## src/rtl/i2ct_pkg.sv

```systemverilog
// Shared types, codes and helper functions of the I2C target block.
`timescale 1ns / 1ps

package i2ct_pkg;

   localparam int unsigned AddrWidth  = 7;
   localparam int unsigned DataWidth  = 64;
   localparam int unsigned CountWidth = 4;
   localparam int unsigned CsrIdxWidth = 2;
   localparam int unsigned MaxBytes   = 8;

   localparam logic [AddrWidth-1:0]  OwnAddressReset = 7'd42;
   localparam logic [DataWidth-1:0]  TxDataReset     = 64'h1122_3344_5566_7788;
   localparam logic [CountWidth-1:0] TxCountReset    = 4'd8;

   typedef enum logic [CsrIdxWidth-1:0] {
      CSR_OWN_ADDRESS = 2'd0,
      CSR_TX_DATA     = 2'd1,
      CSR_TX_COUNT    = 2'd2
   } csr_index_type;

   typedef enum logic [2:0] {
      PH_IDLE     = 3'd0,
      PH_ADDR     = 3'd1,
      PH_ACK_WAIT = 3'd2,
      PH_ACK_HOLD = 3'd3,
      PH_TX       = 3'd4,
      PH_MACK     = 3'd5,
      PH_NEXT     = 3'd6
   } phase_type;

   typedef enum logic [2:0] {
      EV_NONE     = 3'd0,
      EV_READ     = 3'd1,
      EV_WRITE    = 3'd2,
      EV_MISMATCH = 3'd3,
      EV_ACKED    = 3'd4,
      EV_NACK     = 3'd5
   } event_type;

   typedef struct packed {
      logic [AddrWidth-1:0]  own_address;
      logic [DataWidth-1:0]  tx_data;
      logic [CountWidth-1:0] tx_count;
   } cfg_type;

   typedef struct packed {
      event_type event_res;
      logic      busy_res;
      logic      sda_pull_low;
   } result_type;

   // Byte 0 sits in the top byte of the transmit word.
   function automatic logic [7:0] tx_byte(input logic [DataWidth-1:0] data,
                                          input logic [2:0] pos);
      logic [2:0] lane;
      lane = 3'd7 - pos;
      return data[{lane, 3'b000} +: 8];
   endfunction

   // Counts of zero and above eight are clamped into the legal range.
   function automatic logic [CountWidth-1:0] eff_count(input logic [CountWidth-1:0] cnt);
      logic [CountWidth-1:0] res;
      if (cnt == '0) begin
         res = CountWidth'(1);
      end else if (cnt > CountWidth'(MaxBytes)) begin
         res = CountWidth'(MaxBytes);
      end else begin
         res = cnt;
      end
      return res;
   endfunction

endpackage

```

## src/rtl/i2ct_csr.sv

```systemverilog
// Configuration registers of the I2C target, written through a plain write port.
`timescale 1ns / 1ps

module i2ct_csr import i2ct_pkg::*; (
   input  logic                   clock,
   input  logic                   reset,
   input  logic                   csr_we,
   input  logic [CsrIdxWidth-1:0] csr_addr,
   input  logic [DataWidth-1:0]   csr_wdata,
   output cfg_type                cfg
);

   cfg_type cfg_ff;
   cfg_type cfg_in;

   always_comb begin
      cfg_in = cfg_ff;
      if (csr_we) begin
         unique case (csr_index_type'(csr_addr))
            CSR_OWN_ADDRESS: cfg_in.own_address = csr_wdata[AddrWidth-1:0];
            CSR_TX_DATA:     cfg_in.tx_data     = csr_wdata;
            CSR_TX_COUNT:    cfg_in.tx_count    = csr_wdata[CountWidth-1:0];
            default:         cfg_in = cfg_ff;
         endcase
      end
   end

   always_ff @(posedge clock) begin
      if (reset) begin
         cfg_ff.own_address <= OwnAddressReset;
         cfg_ff.tx_data     <= TxDataReset;
         cfg_ff.tx_count    <= TxCountReset;
      end else begin
         cfg_ff <= cfg_in;
      end
   end

   assign cfg = cfg_ff;

endmodule

```

## src/rtl/i2ct_step.sv

```systemverilog
// Bus state tracking of the I2C target: one line sample per item in, one result out.
`timescale 1ns / 1ps

module i2ct_step import i2ct_pkg::*; (
   input  logic       clock,
   input  logic       reset,
   input  logic       step_en,
   input  logic       scl,
   input  logic       sda,
   input  cfg_type    cfg,
   output result_type result
);

   logic       scl_prev_ff, scl_prev_in;
   logic       sda_prev_ff, sda_prev_in;
   phase_type  phase_ff, phase_in;
   logic [3:0] bit_cnt_ff, bit_cnt_in;
   logic [7:0] shift_ff, shift_in;
   logic [3:0] byte_pos_ff, byte_pos_in;
   logic       drive_low_ff, drive_low_in;
   event_type  event_in;

   logic       rising, falling, held_high, start_cond, stop_cond;
   logic [3:0] bit_cnt_inc;
   logic [3:0] byte_pos_inc;
   logic [7:0] addr_shift;
   logic [7:0] load_value;

   assign rising       = !scl_prev_ff && scl;
   assign falling      = scl_prev_ff && !scl;
   assign held_high    = scl_prev_ff && scl;
   assign start_cond   = held_high && sda_prev_ff && !sda;
   assign stop_cond    = held_high && !sda_prev_ff && sda;
   assign bit_cnt_inc  = bit_cnt_ff + 4'd1;
   assign byte_pos_inc = byte_pos_ff + 4'd1;
   assign addr_shift   = {shift_ff[6:0], sda};

   // The first load after the address acknowledge always starts from byte zero.
   assign load_value = tx_byte(cfg.tx_data,
                               (phase_ff == PH_ACK_HOLD) ? 3'd0 : byte_pos_ff[2:0]);

   always_comb begin
      phase_in     = phase_ff;
      bit_cnt_in   = bit_cnt_ff;
      shift_in     = shift_ff;
      byte_pos_in  = byte_pos_ff;
      drive_low_in = drive_low_ff;
      event_in     = EV_NONE;
      scl_prev_in  = scl;
      sda_prev_in  = sda;
      if (start_cond) begin
         phase_in     = PH_ADDR;
         bit_cnt_in   = '0;
         shift_in     = '0;
         byte_pos_in  = '0;
         drive_low_in = 1'b0;
      end else if (stop_cond) begin
         phase_in     = PH_IDLE;
         bit_cnt_in   = '0;
         drive_low_in = 1'b0;
      end else begin
         unique case (phase_ff)
            PH_ADDR: begin
               if (rising) begin
                  shift_in   = addr_shift;
                  bit_cnt_in = bit_cnt_inc;
                  if (bit_cnt_inc >= 4'd8) begin
                     bit_cnt_in = '0;
                     if (addr_shift[7:1] == cfg.own_address) begin
                        event_in = addr_shift[0] ? EV_READ : EV_WRITE;
                        phase_in = PH_ACK_WAIT;
                     end else begin
                        event_in = EV_MISMATCH;
                        phase_in = PH_IDLE;
                     end
                  end
               end
            end
            PH_ACK_WAIT: begin
               if (falling) begin
                  drive_low_in = 1'b1;
                  phase_in     = PH_ACK_HOLD;
               end
            end
            PH_ACK_HOLD: begin
               if (falling) begin
                  if (shift_ff[0]) begin
                     byte_pos_in  = '0;
                     shift_in     = load_value;
                     bit_cnt_in   = '0;
                     drive_low_in = !load_value[7];
                     phase_in     = PH_TX;
                  end else begin
                     drive_low_in = 1'b0;
                     phase_in     = PH_IDLE;
                  end
               end
            end
            PH_TX: begin
               if (rising) begin
                  bit_cnt_in = bit_cnt_inc;
               end else if (falling) begin
                  if (bit_cnt_ff >= 4'd8) begin
                     bit_cnt_in   = '0;
                     drive_low_in = 1'b0;
                     phase_in     = PH_MACK;
                  end else begin
                     shift_in     = {shift_ff[6:0], 1'b0};
                     drive_low_in = !shift_ff[6];
                  end
               end
            end
            PH_MACK: begin
               if (rising) begin
                  if (sda) begin
                     event_in = EV_NACK;
                     phase_in = PH_IDLE;
                  end else begin
                     event_in    = EV_ACKED;
                     byte_pos_in = byte_pos_inc;
                     phase_in    = (byte_pos_inc >= eff_count(cfg.tx_count)) ? PH_IDLE : PH_NEXT;
                  end
               end
            end
            PH_NEXT: begin
               if (falling) begin
                  shift_in     = load_value;
                  bit_cnt_in   = '0;
                  drive_low_in = !load_value[7];
                  phase_in     = PH_TX;
               end
            end
            default: begin
               phase_in = phase_ff;
            end
         endcase
      end
   end

   always_comb begin
      result.sda_pull_low = drive_low_in;
      result.busy_res     = (phase_in != PH_IDLE);
      result.event_res    = event_in;
   end

   always_ff @(posedge clock) begin
      if (reset) begin
         scl_prev_ff  <= 1'b1;
         sda_prev_ff  <= 1'b1;
         phase_ff     <= PH_IDLE;
         bit_cnt_ff   <= '0;
         shift_ff     <= '0;
         byte_pos_ff  <= '0;
         drive_low_ff <= 1'b0;
      end else if (step_en) begin
         scl_prev_ff  <= scl_prev_in;
         sda_prev_ff  <= sda_prev_in;
         phase_ff     <= phase_in;
         bit_cnt_ff   <= bit_cnt_in;
         shift_ff     <= shift_in;
         byte_pos_ff  <= byte_pos_in;
         drive_low_ff <= drive_low_in;
      end
   end

   // The data line is only driven during the address acknowledge and while sending.
   assert property (@(posedge clock) disable iff (reset)
      drive_low_ff |-> (phase_ff == PH_ACK_HOLD || phase_ff == PH_TX))
      else $error("data line driven outside acknowledge or transmit");

   assert property (@(posedge clock) disable iff (reset)
      bit_cnt_ff <= 4'd8)
      else $error("bit counter ran past eight");

   assert property (@(posedge clock) disable iff (reset)
      (phase_ff == PH_ADDR) |-> (bit_cnt_ff < 4'd8))
      else $error("address phase kept after the eighth bit");

endmodule

```

## src/rtl/i2ct_skid.sv

```systemverilog
// Result register with a skid stage so that the step logic runs while a result waits.
`timescale 1ns / 1ps

module i2ct_skid import i2ct_pkg::*; (
   input  logic       clock,
   input  logic       reset,
   input  logic       push,
   input  result_type push_data,
   output logic       full,
   output logic       rsp_tvalid,
   input  logic       rsp_tready,
   output result_type rsp_data
);

   logic       out_valid_ff, out_valid_in;
   logic       skid_valid_ff, skid_valid_in;
   result_type out_data_ff, out_data_in;
   result_type skid_data_ff, skid_data_in;
   logic       take;

   assign take = out_valid_ff && rsp_tready;

   always_comb begin
      out_valid_in  = out_valid_ff;
      skid_valid_in = skid_valid_ff;
      out_data_in   = out_data_ff;
      skid_data_in  = skid_data_ff;
      if (take) begin
         if (skid_valid_ff) begin
            out_data_in   = skid_data_ff;
            skid_valid_in = 1'b0;
         end else if (push) begin
            out_data_in = push_data;
         end else begin
            out_valid_in = 1'b0;
         end
      end else if (push) begin
         if (!out_valid_ff) begin
            out_valid_in = 1'b1;
            out_data_in  = push_data;
         end else begin
            skid_valid_in = 1'b1;
            skid_data_in  = push_data;
         end
      end
   end

   always_ff @(posedge clock) begin
      if (reset) begin
         out_valid_ff  <= 1'b0;
         skid_valid_ff <= 1'b0;
      end else begin
         out_valid_ff  <= out_valid_in;
         skid_valid_ff <= skid_valid_in;
      end
   end

   always_ff @(posedge clock) begin
      out_data_ff  <= out_data_in;
      skid_data_ff <= skid_data_in;
   end

   assign full       = skid_valid_ff;
   assign rsp_tvalid = out_valid_ff;
   assign rsp_data   = out_data_ff;

   assert property (@(posedge clock) disable iff (reset)
      skid_valid_ff |-> out_valid_ff)
      else $error("skid stage holds an item ahead of the output register");

   assert property (@(posedge clock) disable iff (reset)
      (skid_valid_ff && !rsp_tready) |=> skid_valid_ff)
      else $error("skid item dropped while the output was stalled");

endmodule

```

## src/rtl/i2c_target_address_ack_and_read_top.sv

```systemverilog
// Top level of the I2C target: input register, step logic, result skid and registers.
//
//  Channel | Direction | Payload
//  req_    | in        | tdata[0] scl_level, tdata[1] sda_level
//  rsp_    | out       | tdata[0] sda_pull_low, tdata[1] busy_res, tdata[4:2] event_res
//  csr_    | in        | write enable, register index, 64-bit write data
//
// An item is registered in the input register on acceptance; its result goes from the step logic
// into the output register, or into the skid stage while the output register is still waiting.
// One item is accepted in every cycle unless a sample is held and the skid stage is full.
// Reset is synchronous; afterwards the bus is assumed idle with both lines high.
// A stalled result is parked in a skid stage; input stops only once that stage is full.
`timescale 1ns / 1ps

module i2c_target_address_ack_and_read_top import i2ct_pkg::*; (
   input  logic                   clock,
   input  logic                   reset,
   input  logic                   req_tvalid,
   output logic                   req_tready,
   input  logic [7:0]             req_tdata,   // [0] scl_level, [1] sda_level
   output logic                   rsp_tvalid,
   input  logic                   rsp_tready,
   output logic [7:0]             rsp_tdata,   // [0] sda_pull_low, [1] busy_res, [4:2] event_res
   input  logic                   csr_we,
   input  logic [CsrIdxWidth-1:0] csr_addr,
   input  logic [DataWidth-1:0]   csr_wdata
);

   logic       in_valid_ff, in_valid_in;
   logic       scl_ff, sda_ff;
   logic       advance;
   logic       skid_full;
   cfg_type    cfg;
   result_type step_result;
   result_type rsp_data;

   i2ct_csr u_csr (
      .clock     (clock),
      .reset     (reset),
      .csr_we    (csr_we),
      .csr_addr  (csr_addr),
      .csr_wdata (csr_wdata),
      .cfg       (cfg)
   );

   // The held sample is processed as soon as the result side has room for it.
   assign advance     = in_valid_ff && !skid_full;
   assign req_tready  = !in_valid_ff || !skid_full;
   assign in_valid_in = (req_tvalid && req_tready) || (in_valid_ff && !advance);

   always_ff @(posedge clock) begin
      if (reset) begin
         in_valid_ff <= 1'b0;
      end else begin
         in_valid_ff <= in_valid_in;
      end
   end

   always_ff @(posedge clock) begin
      if (req_tvalid && req_tready) begin
         scl_ff <= req_tdata[0];
         sda_ff <= req_tdata[1];
      end
   end

   i2ct_step u_step (
      .clock   (clock),
      .reset   (reset),
      .step_en (advance),
      .scl     (scl_ff),
      .sda     (sda_ff),
      .cfg     (cfg),
      .result  (step_result)
   );

   i2ct_skid u_skid (
      .clock      (clock),
      .reset      (reset),
      .push       (advance),
      .push_data  (step_result),
      .full       (skid_full),
      .rsp_tvalid (rsp_tvalid),
      .rsp_tready (rsp_tready),
      .rsp_data   (rsp_data)
   );

   assign rsp_tdata = {3'b000, rsp_data.event_res, rsp_data.busy_res, rsp_data.sda_pull_low};

endmodule
```

## config.mk

```make
export PLATFORM = sky130hd
export DESIGN_NAME = i2c_target_address_ack_and_read_top
export DESIGN_NICKNAME = d
export VERILOG_FILES = /design/src/rtl/i2ct_pkg.sv /design/src/rtl/i2ct_csr.sv /design/src/rtl/i2ct_step.sv /design/src/rtl/i2ct_skid.sv /design/src/rtl/i2c_target_address_ack_and_read_top.sv
export SDC_FILE = /design/constraint.sdc
export NUM_CORES = 1
export LEC_CHECK = 0
export ABC_AREA = 0
export BUFFER_PORTS_ARGS = -buffer_cell sky130_fd_sc_hd__buf_2
export CAP_MARGIN = 15
export CORE_MARGIN = 2
export CORE_UTILIZATION = 45
export CTS_CLUSTER_SIZE = 14
export DETAILED_ROUTE_END_ITERATION = 8
export PLACE_DENSITY = 0.63
export SLEW_MARGIN = 20
export SYNTH_ARGS = -nofsm -noshare
export SYNTH_HDL_FRONTEND = slang
export SYNTH_SLANG_ARGS = --single-unit
```

## constraint.sdc

```tcl
create_clock -name clock -period 4.1 [get_ports clock]
set_input_delay 0.82 -clock clock [delete_from_list [all_inputs] [get_ports clock]]
set_output_delay 0.82 -clock clock [all_outputs]
set_load 0.05 [all_outputs]
```

Word level (Yosys, flattened, before mapping) --
Index checks and enable logic that the tools add are counted.
Storage, ports and cells: word-level logic and storage cells 179, bits of input ports 79, output and inout bits 10, register bits 111
Cells by class: add/subtract/negate cells 3, equal/unequal tests 28, mux-type cells 78, bitwise logic cells 1, order comparisons 4, shifts and indexed selects 1, reductions and logical operators 42
Operators by type and width (number):
- 2-to-1 mux 4 bit | 21
- variable part select 64 x 7 -> 8 bit | 1
- 2-to-1 mux 3 bit | 21
- 2-to-1 mux 7 bit | 9
- one-hot mux 7 bit (4 select lines) | 1
- 2-to-1 mux 5 bit | 5
- inequality test 3 x 1 -> 1 bit (second input constant) | 6
- one-hot mux 3 bit (6 select lines) | 1
- inequality test 4 x 1 -> 1 bit (second input constant) | 4
- one-hot mux 4 bit (4 select lines) | 1
- 2-to-1 mux 1 bit | 14
- logical AND 1 bit | 11
- inequality test 5 x 1 -> 1 bit (second input constant) | 2
- AND reduction 10 bit | 1
- equality test 3 bit (second input constant) | 3
- zero test 1 bit | 9
- AND reduction 3 bit | 3
- AND reduction 9 bit | 1
- adder 4 x 1 -> 4 bit (second input constant) | 2
- >= comparator 4 bit (second input constant) | 2
- one-hot mux 4 bit (2 select lines) | 1
- AND reduction 2 bit | 4
- AND reduction 8 bit | 1
- equality test 7 bit | 1
- other kinds (24) | 32

Depth between registers and ports, before layout --
depth after elaboration 19, gate-level depth with buffers 12, gate-level depth less buffers 10

Cells and area by module --
A second synthesis with hierarchy kept.
Unflattened totals: cells, all modules 691, area, all modules 6347.3 sq um
By module, submodules not included:
- i2ct_csr | seq. area each 1501.4 sq um, times used 1, cells each 317, area each 3170.5 sq um
- i2ct_step | seq. area each 420.4 sq um, times used 1, cells each 335, area each 2581.2 sq um
- i2ct_skid | seq. area each 340.3 sq um, times used 1, cells each 27, area each 461.7 sq um
- i2c_target_address_ack_and_read_top | seq. area each 80.1 sq um, times used 1, cells each 12, area each 133.9 sq um

Least setup slack after synthesis --
No wires, ideal clock.
path type reg-to-reg, start point register u_step.byte_pos_ff[0], end point register u_skid.out_data_ff, in the netlist u_skid.rsp_data[1] (data pin), required time 3832 ps, cell stages (with the launch flop) 13, path slack 1388 ps, arrival 2444 ps, period minus slack after synthesis 2712 ps, path buffers 3, cells stage by stage dfxtp_1 > clkbuf_1 > buf_2 > buf_2 > nand3_1 > xnor2_1 > ha_1 > o211ai_1 > o21ai_0 > nand2_1 > a221o_1 > nor2_1 > o31ai_1
RTL lines:
- from (decl) | line i2ct_step.sv:19 | logic [3:0] byte_pos_ff, byte_pos_in;
- from (signal assigned) | line i2ct_step.sv:161 | byte_pos_ff <= byte_pos_in;
- to (signal assigned) | line i2ct_skid.sv:59 | out_data_ff <= out_data_in;
- to (decl) | line i2ct_skid.sv:17 | result_type out_data_ff, out_data_in;

==> flow_summary_export.csv <==
group,metric,value,unit
run_status,status,"finished, final reports clean",
logic_synthesis,synth_edf_count,12,
placed_design,portBuffers,79,
timing,slew_violations,0,
floorplan,die_x,115,um
drt,drt_iter0_drc,272,
floorplan,num_io_pins,89,
pwr,p_per_area,361,nW/um2
floorplan,dieArea,13200,um2
worst_setup_path,r2r_cells,9,
logic_synthesis,synth_seq_area_share,0.424,
cells_and_area,area_growth_syn_to_layout,12.6,%
clocking,clk_pin_slew,0.07,ns
drt,wl,13.6,mm
drt,ant_nets,0,
worst_setup_path,crit_arrival,2.88,ns
worst_hold_path,hold_class,"reg -> reg",
worst_setup_path,cp_slowest_cell,"dfxtp_1",
logic_synthesis,syn_avg_cell_area,8.33,um2
logic_synthesis,async_flop_share,0,
timing,post-route-period-util,0.680,
worst_setup_path,crit_buf_inv,0,
logic_synthesis,ys.warnings.count,0,
logic_synthesis,synth.distinct_cells,68,
drt,dr_total_vias,4810,
placed_design,dp_hpwl,9.48,mm
drt,routed_via_density,5.56,
timing,hold_viol,0,
timing,worst_hold_slack,0.456,ns
timing,max_freq,0.359,GHz
pwr,power.leakage,0.00252,uW
worst_setup_path,path_depth,9,
timing,rsz0062_at_grt,"no",
worst_setup_path,cp_top_family,"compound AO/OA/AOI/OAI gates",
clocking,clock-sinks,111,
logic_synthesis,ys.flop_type,"dfxtp_1",
grt,grt_start_max_net_pins,64,
floorplan,die_y,115,um
grt,grt_pass1_vias,4502,
grt,grt_usage,0.212,
worst_setup_path,crit_path_end_kind,"register",
run,drv_cap,0,
clocking,cts_tree,"yes",
logic_synthesis,ys_seq_elements,111,
drt,dr.pass1.iters,5,
worst_hold_path,min_path_cells,2,
clocking,postCtsSetupBuffers,0,
drt,wire_per_inst,15.8,um
logic_synthesis,synth.cell_area,5530,um2
cells_and_area,insertedDiodeCount,0,
grt,grt_remaining_overflow,0,
clocking,clock_latency,0.35,ns
worst_setup_path,startpoint_type,"register",
worst_setup_path,required,4.19,ns
floorplan,core.rowCount,40,
cells_and_area,layout-drive-gt1-share,0.173,
cells_and_area,final_cell_mix,"nand2_1 (156), dfxtp_1 (99), buf_2 (79)",
worst_setup_path,cp_max_fo,15,
timing,slew_headroom,0.477,
timing,setup_violations,0,
cells_and_area,mostFrequentLayoutCell,"nand2_1",
placed_design,gp_congestion,0.901,
clocking,clockRootBuffer,"clkbuf_16",
logic_synthesis,syn_inst,664,
pwr,ir_drop,268,uV
timing,worst_pin_slew,0.777,ns
floorplan,start_util,0.460,
clocking,htree_levels,3,
clocking,clk_path_buf_depth,2,
grt,grt_antenna_before_repair,0,
worst_setup_path,max_stage_delay,0.73,ns
timing,fin_tns_setup,0,ns
clocking,cts_made_buffers,9,
drt,drc,0,
timing,post-route-min-period,2.79,ns
timing,finalClockSkew,0.00487,ns
clocking,cts_resized,0,
clocking,ctsHoldBuffers,0,
worst_setup_path,cp_cell_sequence,"nand3_1 > xnor2_1 > ha_1 > o211ai_1 > o21ai_0 > nand2_1 > a221o_1 > nor2_1 > o31ai_1",
floorplan,fp.coreArea,12000,um2
grt,grt_pass1_wl,22.0,mm
cells_and_area,nets,799,
worst_setup_path,critical_path_class,"reg -> reg",
## state kept, by name, indices dropped and copies added (netlist names)
register	cells
u_csr.cfg	75
u_step.shift_ff	7
u_skid.rsp_data	5
u_skid.skid_data_ff	5
u_step.bit_cnt_ff	4
u_step.byte_pos_ff	4
u_step.phase_ff	3
in_valid_ff	1
scl_ff	1
sda_ff	1
u_skid.full	1
u_skid.rsp_tvalid	1
u_step.drive_low_ff	1
u_step.scl_prev_ff	1
u_step.sda_prev_ff	1
## layout make-up
cell class                      instances  area (um2)
Multi-Input combinational cell        496        2940
Tap cell                              147         184
Clock inverter                          2        13.8
Sequential cell                       111        2340
Timing Repair Buffer                   85         440
Fill cell                            1174        5780
Inverter                               10        37.5
Clock buffer                           14         274
## Yosys cell counts (all sizes together), types with 6 or more instances
master / instances / area share
nand2: 157 / 0.11
dfxtp: 99 / 0.36
a21oi: 70 / 0.065
nor2: 46 / 0.031
clkbuf: 31 / 0.021
nand3b: 30 / 0.041
buf: 18 / 0.019
mux2i: 17 / 0.031
o21ai: 14 / 0.013
edfxtp: 12 / 0.065
nor2b: 12 / 0.014
nand2b: 11 / 0.014
inv: 10 / 0.0068
ha: 7 / 0.016
mux2: 7 / 0.014
o221ai: 7 / 0.011
a211o: 6 / 0.0095
a221o: 6 / 0.011
nand3: 6 / 0.0054
nor3b: 6 / 0.0091
## final timing paths
check,from,end,slack (ns)
setup / recovery,u_step.byte_pos_ff[2]$_SDFFE_PP0P_,u_skid.rsp_data[1]$_DFFE_PP_,1.31
hold / removal,u_csr.cfg[10]$_SDFFE_PP0P_,u_csr.cfg[10]$_SDFFE_PP0P_,0.46
setup reg to reg,u_step.byte_pos_ff[2]$_SDFFE_PP0P_,u_skid.rsp_data[1]$_DFFE_PP_,1.31
hold reg to reg,u_csr.cfg[10]$_SDFFE_PP0P_,u_csr.cfg[10]$_SDFFE_PP0P_,0.46
## where the power goes
| group | total (uW) | internal (uW) | leakage, uW | switching, uW |
|---|---|---|---|---|
| Sequential | 1170 | 1140 | 0.000922 | 33.9 |
| Clock | 854 | 463 | 0.000143 | 391 |
| Combinational | 224 | 92.9 | 0.00145 | 131 |
| Total | 2250 | 1690 | 0.00252 | 556 |
## routing by layer
layer	share of wire	track usage
met1	0.45	0.275
met2	0.48	0.354
met3	0.041	0.0274
met4	0.026	0.0916
met5	0	0
## logic make-up after synthesis
kind of cell             synth area share
adder cells (fa/ha/maj)            0.0158
flip-flops                          0.424
AND/OR/NAND/NOR                     0.260
multiplexers                       0.0572
AO/OA/AOI/OAI                       0.179
buffers and inverters              0.0473
XOR/XNOR                           0.0158
other                            0.000678
## metrics by stage
stage | cell area (um2) | utilization | total power [uW] | setup WS (ns) | cells
after floorplan | 5540 | - | 1340 | 1.39 | 666
after global placement | 5940 | 0.494 | 1410 | 1.38 | 849
after detailed placement | 5940 | 0.494 | 1420 | 1.31 | 849
after CTS | 6230 | 0.518 | 2270 | 1.30 | 865
after global routing | 6230 | 0.519 | 2330 | 1.08 | 865
final | 6230 | 0.519 | 2250 | 1.31 | 865
## worst register-to-register path: cells and delay by family (launching register included)
family	cells	cell delay, ns
AO/OA/AOI/OAI	4	0.85
XOR/XNOR	1	0.18
adder cells (fa/ha/maj)	1	0.31
flip-flops	1	0.73
AND/OR/NAND/NOR	3	0.45
(Power assumes the default switching activity.)
